File: config.mk
export PLATFORM = sky130hd
export DESIGN_NAME = byte_stuffed_packet_framer_top
export DESIGN_NICKNAME = d
export VERILOG_FILES = /design/src/rtl/bsf_pkg.sv /design/src/rtl/bsf_front.sv /design/src/rtl/bsf_queue.sv /design/src/rtl/bsf_back.sv /design/src/rtl/byte_stuffed_packet_framer_top.sv
export SDC_FILE = /design/constraint.sdc
export NUM_CORES = 1
export LEC_CHECK = 0
export BUFFER_PORTS_ARGS = -buffer_cell sky130_fd_sc_hd__buf_2
export CAP_MARGIN = 0
export CORE_AREA = 5 5 117 147
export CTS_BUF_LIST = sky130_fd_sc_hd__clkbuf_4
export DETAILED_ROUTE_END_ITERATION = 16
export DIE_AREA = 0 0 122 152
export PLACE_DENSITY = 0.79
export SETUP_SLACK_MARGIN = 0.02
export SKIP_LAST_GASP = 1
export SYNTH_ARGS = -nofsm -noshare
export SYNTH_HDL_FRONTEND = slang
export SYNTH_SLANG_ARGS = --single-unit
File: constraint.sdc
create_clock -name aclk -period 5.4 [get_ports aclk]
set_clock_uncertainty 0.15 [all_clocks]
set_input_delay 0.54 -clock aclk [delete_from_list [all_inputs] [get_ports aclk]]
set_output_delay 0.54 -clock aclk [all_outputs]
set_load 0.02 [all_outputs]
File: src/rtl/bsf_pkg.sv
package bsf_pkg;

    // Command codes of an input item.
    localparam logic CMD_BEGIN = 1'b0;
    localparam logic CMD_DATA  = 1'b1;

    // Status codes of a result item.
    localparam logic STATUS_OK  = 1'b0;
    localparam logic STATUS_BAD = 1'b1;

    // Configuration register indexes.
    localparam int unsigned CFG_INDEX_W = 8;
    localparam logic [CFG_INDEX_W-1:0] REG_START_MARKER  = 8'd0;
    localparam logic [CFG_INDEX_W-1:0] REG_END_MARKER    = 8'd1;
    localparam logic [CFG_INDEX_W-1:0] REG_ESCAPE_MARKER = 8'd2;
    localparam logic [CFG_INDEX_W-1:0] REG_ESCAPE_XOR    = 8'd3;

    // Reset values of the configuration registers.
    localparam logic [7:0] START_MARKER_RESET  = 8'd126;
    localparam logic [7:0] END_MARKER_RESET    = 8'd127;
    localparam logic [7:0] ESCAPE_MARKER_RESET = 8'd125;
    localparam logic [7:0] ESCAPE_XOR_RESET    = 8'd32;

    // Default depth of the job queue between front and back.
    localparam int unsigned QUEUE_DEPTH_DEFAULT = 4;

    typedef struct packed {
        logic       command;
        logic [7:0] packet_id;
        logic [7:0] payload_length;
        logic [7:0] data_byte;
    } in_item_t;

    typedef struct packed {
        logic [7:0] line_byte;
        logic       frame_end;
        logic       run_last;
        logic       status;
    } out_item_t;

    typedef struct packed {
        logic [7:0] sof_byte;
        logic [7:0] eof_byte;
        logic [7:0] esc_byte;
        logic [7:0] esc_mask;
    } marker_t;

    typedef enum logic [1:0] {
        JOB_ERR,
        JOB_BEGIN,
        JOB_DATA
    } job_kind_t;

    // One classified item: byte_a is the id, byte_b the length or payload byte.
    typedef struct packed {
        job_kind_t  kind;
        logic [7:0] byte_a;
        logic [7:0] byte_b;
        logic       tail;
        logic [7:0] sum;
    } job_t;

    // Logical byte positions of a frame.
    typedef enum logic [2:0] {
        SLOT_START,
        SLOT_A,
        SLOT_B,
        SLOT_SUM,
        SLOT_END
    } slot_t;

endpackage

File: src/rtl/bsf_front.sv
module bsf_front (
    input  logic             aclk,
    input  logic             aresetn,
    input  logic             s_valid,
    output logic             s_ready,
    input  bsf_pkg::in_item_t s_item,
    output logic             push_valid,
    input  logic             push_ready,
    output bsf_pkg::job_t    push_job
);
    import bsf_pkg::*;

    logic       frame_open_reg, frame_open_next;
    logic [7:0] bytes_left_reg, bytes_left_next;
    logic [7:0] running_sum_reg, running_sum_next;
    logic [7:0] begin_sum;
    logic [7:0] data_sum;
    logic [7:0] left_dec;
    logic       accept;

    assign s_ready    = push_ready;
    assign push_valid = s_valid;
    assign accept     = s_valid && push_ready;

    assign begin_sum = s_item.packet_id + s_item.payload_length;
    assign data_sum  = running_sum_reg + s_item.data_byte;
    assign left_dec  = bytes_left_reg - 8'd1;

    // Classify the item against the frame state and work out the next state.
    always_comb begin
        push_job         = '0;
        push_job.kind    = JOB_ERR;
        frame_open_next  = frame_open_reg;
        bytes_left_next  = bytes_left_reg;
        running_sum_next = running_sum_reg;
        if (s_item.command == CMD_BEGIN) begin
            if (!frame_open_reg) begin
                push_job.kind   = JOB_BEGIN;
                push_job.byte_a = s_item.packet_id;
                push_job.byte_b = s_item.payload_length;
                push_job.sum    = begin_sum;
                push_job.tail   = (s_item.payload_length == 8'd0);
                if (s_item.payload_length != 8'd0) begin
                    frame_open_next  = 1'b1;
                    bytes_left_next  = s_item.payload_length;
                    running_sum_next = begin_sum;
                end
            end
        end else begin
            if (frame_open_reg) begin
                push_job.kind   = JOB_DATA;
                push_job.byte_b = s_item.data_byte;
                push_job.sum    = data_sum;
                push_job.tail   = (left_dec == 8'd0);
                if (left_dec == 8'd0) begin
                    frame_open_next  = 1'b0;
                    bytes_left_next  = 8'd0;
                    running_sum_next = 8'd0;
                end else begin
                    bytes_left_next  = left_dec;
                    running_sum_next = data_sum;
                end
            end
        end
    end

    // Frame state advances only on an accepted item.
    always_ff @(posedge aclk) begin
        if (!aresetn) begin
            frame_open_reg  <= 1'b0;
            bytes_left_reg  <= 8'd0;
            running_sum_reg <= 8'd0;
        end else if (accept) begin
            frame_open_reg  <= frame_open_next;
            bytes_left_reg  <= bytes_left_next;
            running_sum_reg <= running_sum_next;
        end
    end

    // A closed frame holds no count and no partial sum.
    a_closed_clean: assert property (@(posedge aclk) disable iff (!aresetn)
        !frame_open_reg |-> (bytes_left_reg == 8'd0 && running_sum_reg == 8'd0))
        else $error("closed frame holds stale state");

    // An open frame always expects at least one more payload byte.
    a_open_count: assert property (@(posedge aclk) disable iff (!aresetn)
        frame_open_reg |-> (bytes_left_reg != 8'd0))
        else $error("open frame with no payload left");

endmodule

File: src/rtl/bsf_queue.sv
module bsf_queue #(
    parameter int unsigned DEPTH = bsf_pkg::QUEUE_DEPTH_DEFAULT
) (
    input  logic          aclk,
    input  logic          aresetn,
    input  logic          push_valid,
    output logic          push_ready,
    input  bsf_pkg::job_t push_job,
    output logic          head_valid,
    input  logic          pop,
    output bsf_pkg::job_t head_job
);
    import bsf_pkg::*;

    localparam int unsigned PTR_W = (DEPTH > 1) ? $clog2(DEPTH) : 1;
    localparam int unsigned CNT_W = $clog2(DEPTH + 1);

    job_t             entry_reg [DEPTH];
    logic [PTR_W-1:0] wr_ptr_reg, wr_ptr_next;
    logic [PTR_W-1:0] rd_ptr_reg, rd_ptr_next;
    logic [CNT_W-1:0] count_reg, count_next;
    logic             do_push;
    logic             do_pop;

    assign push_ready = (count_reg != CNT_W'(DEPTH));
    assign head_valid = (count_reg != '0);
    assign head_job   = entry_reg[rd_ptr_reg];
    assign do_push    = push_valid && push_ready;
    assign do_pop     = pop && head_valid;

    // Pointer wrap and fill count.
    always_comb begin
        wr_ptr_next = wr_ptr_reg;
        rd_ptr_next = rd_ptr_reg;
        count_next  = count_reg;
        if (do_push) begin
            wr_ptr_next = (wr_ptr_reg == PTR_W'(DEPTH - 1)) ? '0 : wr_ptr_reg + 1'b1;
        end
        if (do_pop) begin
            rd_ptr_next = (rd_ptr_reg == PTR_W'(DEPTH - 1)) ? '0 : rd_ptr_reg + 1'b1;
        end
        if (do_push && !do_pop) begin
            count_next = count_reg + 1'b1;
        end else if (do_pop && !do_push) begin
            count_next = count_reg - 1'b1;
        end
    end

    always_ff @(posedge aclk) begin
        if (!aresetn) begin
            wr_ptr_reg <= '0;
            rd_ptr_reg <= '0;
            count_reg  <= '0;
        end else begin
            wr_ptr_reg <= wr_ptr_next;
            rd_ptr_reg <= rd_ptr_next;
            count_reg  <= count_next;
        end
    end

    // Entry storage needs no reset.
    always_ff @(posedge aclk) begin
        if (do_push) begin
            entry_reg[wr_ptr_reg] <= push_job;
        end
    end

    // The fill count never passes the depth.
    a_count_range: assert property (@(posedge aclk) disable iff (!aresetn)
        count_reg <= CNT_W'(DEPTH))
        else $error("queue count beyond depth");

endmodule

File: src/rtl/bsf_back.sv
module bsf_back (
    input  logic               aclk,
    input  logic               aresetn,
    input  bsf_pkg::marker_t   markers,
    input  logic               head_valid,
    input  bsf_pkg::job_t      head_job,
    output logic               pop,
    output logic               m_valid,
    input  logic               m_ready,
    output bsf_pkg::out_item_t m_result
);
    import bsf_pkg::*;

    slot_t     slot_reg, slot_next;
    logic      started_reg, started_next;
    logic      esc_phase_reg, esc_phase_next;
    logic      m_valid_reg, m_valid_next;
    out_item_t out_reg;

    slot_t     cur_slot;
    slot_t     last_slot;
    slot_t     succ_slot;
    logic [7:0] slot_byte;
    logic      slot_raw;
    logic      slot_is_end;
    logic      needs_esc;
    logic      load;
    logic      slot_done;
    logic      job_done;
    out_item_t result;

    assign load      = head_valid && (!m_valid_reg || m_ready);
    assign cur_slot  = started_reg ? slot_reg
                     : ((head_job.kind == JOB_BEGIN) ? SLOT_START : SLOT_B);
    assign last_slot = head_job.tail ? SLOT_END : SLOT_B;

    // Byte that belongs to the current slot.
    always_comb begin
        slot_byte   = 8'd0;
        slot_raw    = 1'b0;
        slot_is_end = 1'b0;
        succ_slot   = SLOT_END;
        case (cur_slot)
            SLOT_START: begin
                slot_byte = markers.sof_byte;
                slot_raw  = 1'b1;
                succ_slot = SLOT_A;
            end
            SLOT_A: begin
                slot_byte = head_job.byte_a;
                succ_slot = SLOT_B;
            end
            SLOT_B: begin
                slot_byte = head_job.byte_b;
                succ_slot = SLOT_SUM;
            end
            SLOT_SUM: begin
                slot_byte = head_job.sum;
                succ_slot = SLOT_END;
            end
            SLOT_END: begin
                slot_byte   = markers.eof_byte;
                slot_raw    = 1'b1;
                slot_is_end = 1'b1;
                succ_slot   = SLOT_END;
            end
            default: begin
                slot_byte = 8'd0;
            end
        endcase
    end

    assign needs_esc = !slot_raw && ((slot_byte == markers.sof_byte)
                     || (slot_byte == markers.eof_byte)
                     || (slot_byte == markers.esc_byte));

    // Result for this cycle, and whether the slot or the job completes.
    always_comb begin
        result    = '0;
        slot_done = 1'b0;
        job_done  = 1'b0;
        if (head_job.kind == JOB_ERR) begin
            result.status   = STATUS_BAD;
            result.run_last = 1'b1;
            job_done        = 1'b1;
        end else if (needs_esc && !esc_phase_reg) begin
            result.line_byte = markers.esc_byte;
        end else begin
            result.line_byte = esc_phase_reg ? (slot_byte ^ markers.esc_mask) : slot_byte;
            result.frame_end = slot_is_end;
            result.run_last  = (cur_slot == last_slot);
            slot_done        = 1'b1;
            job_done         = (cur_slot == last_slot);
        end
    end

    assign pop = load && job_done;

    // Sequencer next state.
    always_comb begin
        slot_next      = slot_reg;
        started_next   = started_reg;
        esc_phase_next = esc_phase_reg;
        if (load) begin
            if (job_done) begin
                started_next   = 1'b0;
                esc_phase_next = 1'b0;
                slot_next      = SLOT_START;
            end else if (slot_done) begin
                started_next   = 1'b1;
                esc_phase_next = 1'b0;
                slot_next      = succ_slot;
            end else begin
                started_next   = 1'b1;
                esc_phase_next = 1'b1;
                slot_next      = cur_slot;
            end
        end
    end

    // Output register valid.
    always_comb begin
        if (load) begin
            m_valid_next = 1'b1;
        end else if (m_ready) begin
            m_valid_next = 1'b0;
        end else begin
            m_valid_next = m_valid_reg;
        end
    end

    always_ff @(posedge aclk) begin
        if (!aresetn) begin
            slot_reg      <= SLOT_START;
            started_reg   <= 1'b0;
            esc_phase_reg <= 1'b0;
            m_valid_reg   <= 1'b0;
        end else begin
            slot_reg      <= slot_next;
            started_reg   <= started_next;
            esc_phase_reg <= esc_phase_next;
            m_valid_reg   <= m_valid_next;
        end
    end

    // Result payload register.
    always_ff @(posedge aclk) begin
        if (load) begin
            out_reg <= result;
        end
    end

    assign m_valid  = m_valid_reg;
    assign m_result = out_reg;

    // The second half of an escape only happens inside a started job.
    a_esc_started: assert property (@(posedge aclk) disable iff (!aresetn)
        esc_phase_reg |-> started_reg)
        else $error("escape phase outside a job");

endmodule

File: src/rtl/byte_stuffed_packet_framer_top.sv
// Channel  | Ports                                  | Direction | Moves
// ---------+----------------------------------------+-----------+---------------------------
// input    | s_valid, s_ready, s_item               | in        | one command item
// result   | m_valid, m_ready, m_result             | out       | one line byte or a flag
// config   | cfg_valid, cfg_ready, cfg_index, cfg_data | in     | one register write
//
// Each input item yields 1 to 8 result items, one per cycle while m_ready does not
// hold the single-byte output register of the back sequencer.
// The first result of an item passes through the job queue and then that register.
// Reset is synchronous, with aresetn low; there is no clearing pass.
// The job queue lets the input side keep accepting while the output is stalled,
// until the queue is full.
module byte_stuffed_packet_framer_top #(
    parameter int unsigned QUEUE_DEPTH = bsf_pkg::QUEUE_DEPTH_DEFAULT
) (
    input  logic                              aclk,
    input  logic                              aresetn,
    input  logic                              s_valid,
    output logic                              s_ready,
    input  bsf_pkg::in_item_t                 s_item,
    output logic                              m_valid,
    input  logic                              m_ready,
    output bsf_pkg::out_item_t                m_result,
    input  logic                              cfg_valid,
    output logic                              cfg_ready,
    input  logic [bsf_pkg::CFG_INDEX_W-1:0]   cfg_index,
    input  logic [7:0]                        cfg_data
);
    import bsf_pkg::*;

    marker_t markers_reg;
    job_t    push_job;
    job_t    head_job;
    logic    push_valid;
    logic    push_ready;
    logic    head_valid;
    logic    pop;

    assign cfg_ready = 1'b1;

    // Configuration registers; unknown indexes are dropped.
    always_ff @(posedge aclk) begin
        if (!aresetn) begin
            markers_reg.sof_byte <= START_MARKER_RESET;
            markers_reg.eof_byte <= END_MARKER_RESET;
            markers_reg.esc_byte <= ESCAPE_MARKER_RESET;
            markers_reg.esc_mask <= ESCAPE_XOR_RESET;
        end else if (cfg_valid) begin
            case (cfg_index)
                REG_START_MARKER:  markers_reg.sof_byte <= cfg_data;
                REG_END_MARKER:    markers_reg.eof_byte <= cfg_data;
                REG_ESCAPE_MARKER: markers_reg.esc_byte <= cfg_data;
                REG_ESCAPE_XOR:    markers_reg.esc_mask <= cfg_data;
                default: begin
                end
            endcase
        end
    end

    bsf_front u_front (
        .aclk       (aclk),
        .aresetn    (aresetn),
        .s_valid    (s_valid),
        .s_ready    (s_ready),
        .s_item     (s_item),
        .push_valid (push_valid),
        .push_ready (push_ready),
        .push_job   (push_job)
    );

    bsf_queue #(
        .DEPTH (QUEUE_DEPTH)
    ) u_queue (
        .aclk       (aclk),
        .aresetn    (aresetn),
        .push_valid (push_valid),
        .push_ready (push_ready),
        .push_job   (push_job),
        .head_valid (head_valid),
        .pop        (pop),
        .head_job   (head_job)
    );

    bsf_back u_back (
        .aclk       (aclk),
        .aresetn    (aresetn),
        .markers    (markers_reg),
        .head_valid (head_valid),
        .head_job   (head_job),
        .pop        (pop),
        .m_valid    (m_valid),
        .m_ready    (m_ready),
        .m_result   (m_result)
    );

endmodule

==> impl_metrics.prom, run 1 <==
# TYPE chip_impl_metric gauge
chip_impl_metric{name="finalNetCount",unit=""} 909
chip_impl_metric{name="worst-slew-pin-transition",unit="ns"} 1.084
chip_impl_metric{name="largest_register_ffs",unit=""} 108
chip_impl_metric{name="maxSlewHeadroom",unit="%"} 27.72
chip_impl_metric{name="hold_viol",unit=""} 0
chip_impl_metric{name="synth-seq-cells",unit=""} 183
chip_impl_metric{name="finalCriticalPeriod",unit="ns"} 4.982
chip_impl_metric{name="worst_setup_hold_path_clk_slew",unit="ns"} 0.15
chip_impl_metric{name="layout.filler_cells",unit=""} 1258
chip_impl_metric{name="htreeDepth",unit=""} 4
chip_impl_metric{name="power.density_cell_area",unit="nW/µm²"} 425.4
chip_impl_metric{name="post_cts_setup_repair_bufs",unit=""} 0
chip_impl_metric{name="num_rows",unit=""} 52
chip_impl_info{name="cpLargestDelayFamily",value="compound AO/OA/AOI/OAI gates"} 1
chip_impl_metric{name="synth_seq_area_share",unit="%"} 52.64
chip_impl_metric{name="whs_path_depth",unit=""} 3
chip_impl_metric{name="routed_wl",unit="µm"} 21400
chip_impl_info{name="setup.worst_path.start_class",value="flop"} 1
chip_impl_info{name="cpMaxStageDelayCell",value="sky130_fd_sc_hd__dfxtp_2"} 1
chip_impl_metric{name="ys_async_sr_fraction",unit="%"} 0
chip_impl_metric{name="ir_worst_vdd",unit="µV"} 180.0
chip_impl_metric{name="clock_latency_at_the_later_pin_of_the_worst_skew_pair",unit="ns"} 0.56
chip_impl_info{name="setup.worst_path.end_class",value="flop"} 1
chip_impl_metric{name="final.setup.tns",unit="ns"} 0
chip_impl_metric{name="global_route_wire_length_before_repair",unit="µm"} 34480
chip_impl_metric{name="detailedRoute.firstPassIterationCount",unit=""} 5
chip_impl_metric{name="worstPathArrival",unit="ns"} 5.33
chip_impl_metric{name="drt_drc_violations_left",unit=""} 0
chip_impl_metric{name="fmax",unit="GHz"} 0.2007
chip_impl_info{name="timing.critical_path.cells",value="buf_4, mux4_2, a22oi_1, o311a_1, nand3b_1, a2111oi_2, a22oi_1, and3_4, o21ai_4, ha_1, inv_1, fa_1, xor2_1, or3_1, a21boi_0"} 1
chip_impl_metric{name="area_used_by_multi_input_combinational_logic",unit="µm²"} 4075
chip_impl_metric{name="clock_sinks",unit=""} 183
chip_impl_metric{name="cp.required",unit="ns"} 5.74
chip_impl_metric{name="worst_hold_slack",unit="ns"} 0.08729
chip_impl_metric{name="clock_tree.buffer_depth",unit=""} 2
chip_impl_metric{name="crit_path_max_incr_delay",unit="ns"} 0.73
chip_impl_metric{name="synth_warnings",unit=""} 0
chip_impl_metric{name="routed_wire_length_per_instance",unit="µm"} 20.07
chip_impl_info{name="dominantRegCellSynth",value="sky130_fd_sc_hd__edfxtp_1"} 1
chip_impl_metric{name="viasPerCell",unit=""} 6.069
chip_impl_info{name="run_status",value="completed"} 1
chip_impl_metric{name="synth.net_count",unit=""} 857
chip_impl_metric{name="grt_usage",unit="%"} 23.93
chip_impl_metric{name="globalRoute.totalOverflow",unit=""} 0
chip_impl_metric{name="die_area",unit="µm²"} 18540
chip_impl_metric{name="post_route_cells_drive_above_1_share",unit="%"} 18.26
chip_impl_metric{name="worst-path-max-fanout",unit=""} 17
chip_impl_metric{name="rrSetupSlack",unit="ns"} 0.42
chip_impl_metric{name="cts_buffers",unit=""} 17
chip_impl_metric{name="critPathBufInv",unit=""} 2
chip_impl_metric{name="die_width",unit="µm"} 122
chip_impl_metric{name="detailedRoute.firstIterationViolations",unit=""} 545
chip_impl_metric{name="maxSlewViolCount",unit=""} 0
chip_impl_metric{name="detail_route_antenna_nets",unit=""} 0
chip_impl_metric{name="chipHeight",unit="µm"} 152
chip_impl_metric{name="synth.cell_area",unit="µm²"} 9223
chip_impl_metric{name="synthCells",unit=""} 784
chip_impl_metric{name="first_global_vias",unit=""} 6589
chip_impl_metric{name="hpwl_after_detailed_placement",unit="µm"} 16230
chip_impl_metric{name="areaGrowthSynthToFinish",unit="%"} 7.991
chip_impl_metric{name="antenna_found_initial",unit=""} 1
chip_impl_info{name="worst_r2r_endpoint",value="u_queue.count_reg[2]"} 1
chip_impl_metric{name="grt_max_degree",unit=""} 67
chip_impl_info{name="grt_setup_unrepaired",value="no"} 1
chip_impl_metric{name="synthesis.area_per_instance",unit="µm²"} 11.76
chip_impl_metric{name="post_cts_resize_count",unit=""} 0
chip_impl_info{name="timing_worst_setup_path_type",value="flop to flop"} 1
chip_impl_metric{name="holdBufCountCts",unit=""} 0
chip_impl_metric{name="core-area",unit="µm²"} 15810
chip_impl_metric{name="pin_count",unit=""} 60
chip_impl_metric{name="register_area",unit="µm²"} 4856
chip_impl_metric{name="numPortBuffers",unit=""} 58
chip_impl_metric{name="yosysUniqueCellTypes",unit=""} 77
chip_impl_info{name="cts_tree",value="yes"} 1
chip_impl_metric{name="worstRegToRegCells",unit=""} 15
chip_impl_metric{name="max-cap-violations",unit=""} 0
chip_impl_info{name="clock-root-buffer",value="sky130_fd_sc_hd__clkbuf_4"} 1
chip_impl_metric{name="synth_enable_flop_cells",unit=""} 119
chip_impl_metric{name="gp_congestion",unit=""} 0.9702
chip_impl_info{name="launch_point_of_the_worst_hold_path",value="cfg_data[3]"} 1
chip_impl_metric{name="timing.final.setup_violations",unit=""} 0
chip_impl_metric{name="power_leakage",unit="µW"} 0.003757
chip_impl_metric{name="finish.utilization",unit="%"} 62.99
chip_impl_metric{name="final.period_utilization",unit="%"} 92.25
chip_impl_info{name="holdCritPathClass",value="input port to flop"} 1
chip_impl_metric{name="total_vias_in_the_final_route",unit=""} 6470
chip_impl_metric{name="start_util",unit="%"} 58.33
chip_impl_info{name="critPathMostFrequentCell",value="sky130_fd_sc_hd__a22oi_1"} 1
chip_impl_info{name="holdPathEnd",value="markers_reg[19]"} 1
layout make-up:
class	count	area share [%]
Inverter	24	0.9045
Multi-Input combinational cell	537	40.92
Timing Repair Buffer	73	4.045
Tap cell	216	2.714
Sequential cell	183	48.76
Antenna cell	1	0.02513
Clock inverter	13	1.206
Clock buffer	19	1.432
power by group:
part	internal, µW	switching [µW]	leakage, µW
Sequential	1710	137	0.00164
Clock	246	462	0.000149
Combinational	717	964	0.00197
Total	2670	1560	0.00376
synthesized netlist by cell type (all sizes together), types with 6 or more instances:
master    n  area (µm²)
a31oi     6       37.54
and3      8       55.05
dfxtp    64        1281
nor3     12       81.33
or3       7       43.79
buf      16       117.6
mux4     24       540.5
nor2     36       135.1
clkbuf   24       90.09
a22oi    11       87.58
xnor2    25       219.0
edfxtp  119        3573
a21oi    26       130.1
ha       24       300.3
mux2i    50       504.2
nand3b    7       52.55
and2     14       87.58
nor2b    20       125.1
nor4     13       93.84
inv      23       86.33
o21bai    7       52.55
nand3    17       85.08
xor2     13       113.9
o21ai    43       226.5
o211ai    7       52.55
nand2    92       350.3
worst register-to-register path, cell delays in order, from the launching register on:
cell and delay (ns):
sky130_fd_sc_hd__dfxtp_2 0.73, sky130_fd_sc_hd__buf_4 0.35, sky130_fd_sc_hd__mux4_2 0.55, sky130_fd_sc_hd__a22oi_1 0.28
sky130_fd_sc_hd__o311a_1 0.38, sky130_fd_sc_hd__nand3b_1 0.13, sky130_fd_sc_hd__a2111oi_2 0.38, sky130_fd_sc_hd__a22oi_1 0.18
sky130_fd_sc_hd__and3_4 0.21, sky130_fd_sc_hd__o21ai_4 0.17, sky130_fd_sc_hd__ha_1 0.22, sky130_fd_sc_hd__inv_1 0.07
sky130_fd_sc_hd__fa_1 0.43, sky130_fd_sc_hd__xor2_1 0.17, sky130_fd_sc_hd__or3_1 0.33, sky130_fd_sc_hd__a21boi_0 0.18
cell families after synthesis:
kind of cell,share of synthesized area (%)
buffers and inverters,3.229
multiplexers,11.82
XOR/XNOR,3.609
other,0.04066
adder cells (fa/ha/maj),3.907
AND/OR/NAND/NOR,13.38
AO/OA/AOI/OAI,11.38
flip-flops,52.64
per-layer routing:
layer / share of wire (%) / GRT usage, % / routed length [µm] / vias to the layer above
li1: - / - / - / 3025
met1: 38 / 28.30 / 8097 / 3132
met2: 54 / 43.02 / 11450 / 262
met3: 5.2 / 3.942 / 1112 / 51
met4: 3.4 / 9.290 / 736 / 0
met5: 0 / 0 / 0 / -
how the worst max path moves through the flow:
stage          from                   end  slack [ns]  cells after the start
5_1_grt        flop  u_queue.count_reg[2]        0.05                     15
4_1_cts        flop  u_queue.count_reg[2]        0.39                     15
3_5_place_dp   flop  u_queue.count_reg[2]        0.44                     15
2_1_floorplan  flop  u_queue.count_reg[2]        1.25                     17
3_3_place_gp   flop  u_queue.count_reg[2]        0.64                     15
6_report       flop  u_queue.count_reg[2]        0.42                     15
through the flow:
stage	instance area (µm²)	std cells	worst slack, ns	power [µW]
2_1_floorplan	9223	784	1.249	3154
3_3_place_gp	9694	1033	0.6433	3493
3_5_place_dp	9694	1033	0.4371	3556
4_1_cts	9957	1065	0.3945	4257
5_1_grt	9960	1066	0.04733	4498
6_report	9960	1066	0.4182	4237
cell usage in the layout, fill, tap and decap left out, types with 4 or more instances in the layout:
cell type	count
sky130_fd_sc_hd__nor3_1	8
sky130_fd_sc_hd__nor2_1	36
sky130_fd_sc_hd__o21bai_1	7
sky130_fd_sc_hd__o21ai_1	6
sky130_fd_sc_hd__nand3b_1	7
sky130_fd_sc_hd__a22oi_1	10
sky130_fd_sc_hd__nand3_1	17
sky130_fd_sc_hd__buf_4	15
sky130_fd_sc_hd__or3_1	7
sky130_fd_sc_hd__inv_1	23
sky130_fd_sc_hd__nand2b_1	4
sky130_fd_sc_hd__xnor2_1	25
sky130_fd_sc_hd__o211ai_1	7
sky130_fd_sc_hd__and3_1	7
sky130_fd_sc_hd__inv_6	4
sky130_fd_sc_hd__a22o_1	4
sky130_fd_sc_hd__and2_1	14
sky130_fd_sc_hd__a21o_1	5
sky130_fd_sc_hd__a21oi_1	26
sky130_fd_sc_hd__o22ai_1	5
sky130_fd_sc_hd__xor2_1	13
sky130_fd_sc_hd__dfxtp_1	63
sky130_fd_sc_hd__mux4_2	24
sky130_fd_sc_hd__mux2i_1	49
sky130_fd_sc_hd__buf_2	58
sky130_fd_sc_hd__nand2_1	90
sky130_fd_sc_hd__o21ai_0	36
sky130_fd_sc_hd__nor4_1	11
sky130_fd_sc_hd__nor2b_1	20
sky130_fd_sc_hd__ha_1	24
sky130_fd_sc_hd__edfxtp_1	119
sky130_fd_sc_hd__clkbuf_4	19
sky130_fd_sc_hd__a31oi_1	6
sky130_fd_sc_hd__a21boi_0	4
Note: power is estimated with default switching activity, not from simulation.
==> inputs of run 2 (changes only) <==
Settings changed: CORE_AREA 5 5 117 147 to 2 2 114 144, DIE_AREA 0 0 122 152 to 0 0 116 146.
==> impl_metrics.prom, run 2 (same netlist as run 1, synthesis figures left out) <==
# TYPE chip_impl_metric gauge
chip_impl_metric{name="post_cts_setup_repair_bufs",unit=""} 0
chip_impl_metric{name="detailedRoute.firstPassIterationCount",unit=""} 5
chip_impl_info{name="timing.critical_path.cells",value="mux2_2, or3_1, nand2_2, o311a_1, nand3b_1, a2111oi_2, a22oi_1, and3_4, o21ai_4, ha_1, inv_1, fa_1, xor2_1, or3_1, a21boi_0"} 1
chip_impl_metric{name="holdBufCountCts",unit=""} 0
chip_impl_metric{name="final.period_utilization",unit="%"} 86.84
chip_impl_metric{name="post_route_cells_drive_above_1_share",unit="%"} 18.18
chip_impl_metric{name="clock_latency_at_the_later_pin_of_the_worst_skew_pair",unit="ns"} 0.57
chip_impl_metric{name="antenna_found_initial",unit=""} 1
chip_impl_metric{name="globalRoute.totalOverflow",unit=""} 0
chip_impl_info{name="run_status",value="completed"} 1
chip_impl_metric{name="fin_area",unit="µm²"} 9976
chip_impl_metric{name="num_rows",unit=""} 51
chip_impl_metric{name="crit_path_max_incr_delay",unit="ns"} 0.55
chip_impl_metric{name="areaGrowthSynthToFinish",unit="%"} 8.167
chip_impl_metric{name="clock_sinks",unit=""} 183
chip_impl_metric{name="finalCriticalPeriod",unit="ns"} 4.689
chip_impl_metric{name="cts_buffers",unit=""} 17
chip_impl_metric{name="drt_drc_violations_left",unit=""} 0
chip_impl_info{name="cpMaxStageDelayCell",value="sky130_fd_sc_hd__dfxtp_1"} 1
chip_impl_metric{name="worst-slew-pin-transition",unit="ns"} 1.117
chip_impl_metric{name="fmax",unit="GHz"} 0.2133
chip_impl_metric{name="maxSlewViolCount",unit=""} 0
chip_impl_metric{name="cp.required",unit="ns"} 5.75
chip_impl_metric{name="total_vias_in_the_final_route",unit=""} 6464
chip_impl_metric{name="finalNetCount",unit=""} 907
chip_impl_metric{name="detail_route_antenna_nets",unit=""} 0
chip_impl_metric{name="final.setup.tns",unit="ns"} 0
chip_impl_info{name="holdCritPathClass",value="input port to flop"} 1
chip_impl_metric{name="die_width",unit="µm"} 116
chip_impl_metric{name="hold_viol",unit=""} 0
chip_impl_metric{name="ir_worst_vdd",unit="µV"} 178.6
chip_impl_metric{name="post_cts_resize_count",unit=""} 0
chip_impl_metric{name="first_global_vias",unit=""} 6501
chip_impl_metric{name="grt_max_degree",unit=""} 67
chip_impl_metric{name="htreeDepth",unit=""} 4
chip_impl_metric{name="register_area",unit="µm²"} 4856
chip_impl_info{name="setup.worst_path.start_class",value="flop"} 1
chip_impl_metric{name="max-cap-violations",unit=""} 0
chip_impl_metric{name="start_util",unit="%"} 59.72
chip_impl_info{name="layout.cells.most_common",value="sky130_fd_sc_hd__edfxtp_1"} 1
chip_impl_metric{name="placed_area",unit="µm²"} 9687
chip_impl_info{name="setup.worst_path.end_class",value="flop"} 1
chip_impl_info{name="critPathMostFrequentCell",value="sky130_fd_sc_hd__or3_1"} 1
chip_impl_metric{name="timing.final.setup_violations",unit=""} 0
chip_impl_metric{name="power_leakage",unit="µW"} 0.003746
chip_impl_metric{name="routed_wl",unit="µm"} 21360
chip_impl_metric{name="worst_setup_hold_path_clk_slew",unit="ns"} 0.16
chip_impl_metric{name="global_route_wire_length_before_repair",unit="µm"} 33350
chip_impl_metric{name="core-area",unit="µm²"} 15440
chip_impl_metric{name="largest_register_ffs",unit=""} 108
chip_impl_metric{name="area_used_by_multi_input_combinational_logic",unit="µm²"} 4075
chip_impl_metric{name="layout.filler_cells",unit=""} 1251
chip_impl_metric{name="hpwl_after_detailed_placement",unit="µm"} 15890
chip_impl_metric{name="gp_congestion",unit=""} 0.9946
chip_impl_metric{name="worst-path-max-fanout",unit=""} 7
chip_impl_metric{name="chipHeight",unit="µm"} 146
chip_impl_metric{name="die_area",unit="µm²"} 16940
chip_impl_info{name="timing_worst_setup_path_type",value="flop to flop"} 1
chip_impl_info{name="clock-root-buffer",value="sky130_fd_sc_hd__clkbuf_4"} 1
chip_impl_metric{name="numPortBuffers",unit=""} 58
chip_impl_metric{name="maxSlewHeadroom",unit="%"} 25.54
chip_impl_metric{name="worstPathArrival",unit="ns"} 5.04
chip_impl_info{name="grt_setup_unrepaired",value="no"} 1
chip_impl_metric{name="pin_count",unit=""} 60
chip_impl_metric{name="viasPerCell",unit=""} 6.098
chip_impl_metric{name="grt_usage",unit="%"} 26.20
chip_impl_metric{name="clock_tree.buffer_depth",unit=""} 2
chip_impl_metric{name="power.density_cell_area",unit="nW/µm²"} 429.9
chip_impl_metric{name="detailedRoute.firstIterationViolations",unit=""} 445
chip_impl_info{name="cts_tree",value="yes"} 1
chip_impl_info{name="most-common-layout-cells",value="sky130_fd_sc_hd__edfxtp_1, sky130_fd_sc_hd__nand2_1, sky130_fd_sc_hd__dfxtp_1"} 1
chip_impl_metric{name="routed_wire_length_per_instance",unit="µm"} 20.15
[run 2: layer usage]
| layer | global-route usage (%) | part of all wire [%] | wire, µm |
|---|---|---|---|
| met1 | 28.76 | 37 | 7969 |
| met2 | 46.93 | 53 | 11340 |
| met3 | 4.915 | 4.5 | 964 |
| met4 | 14.17 | 5.1 | 1089 |
| met5 | 0 | 0 | 0 |
[run 2: stage by stage]
| step | util (%) | setup slack [ns] | hold WS [ns] | power, µW | instances |
|---|---|---|---|---|---|
| 6_report | 64.60 | 0.7107 | 0.06921 | 4289 | 1060 |
| 5_1_grt | 64.60 | 0.4408 | 0.03555 | 4527 | 1060 |
| 4_1_cts | 64.58 | 0.7093 | 0.01220 | 4305 | 1059 |
| 3_5_place_dp | 62.73 | 0.7387 | 0.3180 | 3557 | 1027 |
| 3_3_place_gp | 62.73 | 0.9135 | 0.3145 | 3520 | 1027 |
| 2_1_floorplan | - | 1.249 | 0.2944 | 3154 | 784 |
[run 2: cell type report]
| cell class | count | share of cell area (%) |
|---|---|---|
| diodes | 1 | 0.02508 |
| repair buffers | 71 | 4.014 |
| inverters | 24 | 0.9030 |
| clock inverters | 15 | 1.593 |
| clock buffers | 17 | 1.279 |
| flip-flops and latches | 183 | 48.68 |
| multi-input cells | 537 | 40.85 |
| well taps | 212 | 2.659 |
[run 2: final timing paths]
check	from	to	slack, ns	cells past startpoint
max reg2reg	flop	u_queue.count_reg[2]	0.71	15
min	cfg_data[4]	markers_reg[12]	0.07	3
max	flop	u_queue.count_reg[2]	0.71	15
min reg2reg	markers_reg[5]	markers_reg[5]	0.35	2
[run 2: critical path: cells and delay by family, from the launching register on]
family                   cells  cell delay (ns)
AND/OR/NAND/NOR              5             1.34
AO/OA/AOI/OAI                5             1.27
XOR/XNOR                     1             0.15
multiplexers                 1             0.43
adder cells (fa/ha/maj)      2             0.64
buffers and inverters        1             0.07
flip-flops                   1             0.55
[run 2: power by group]
part | total [µW] | internal (µW) | switching (µW)
logic | 1710 | 719 | 995
clock network | 749 | 248 | 502
registers | 1830 | 1710 | 113
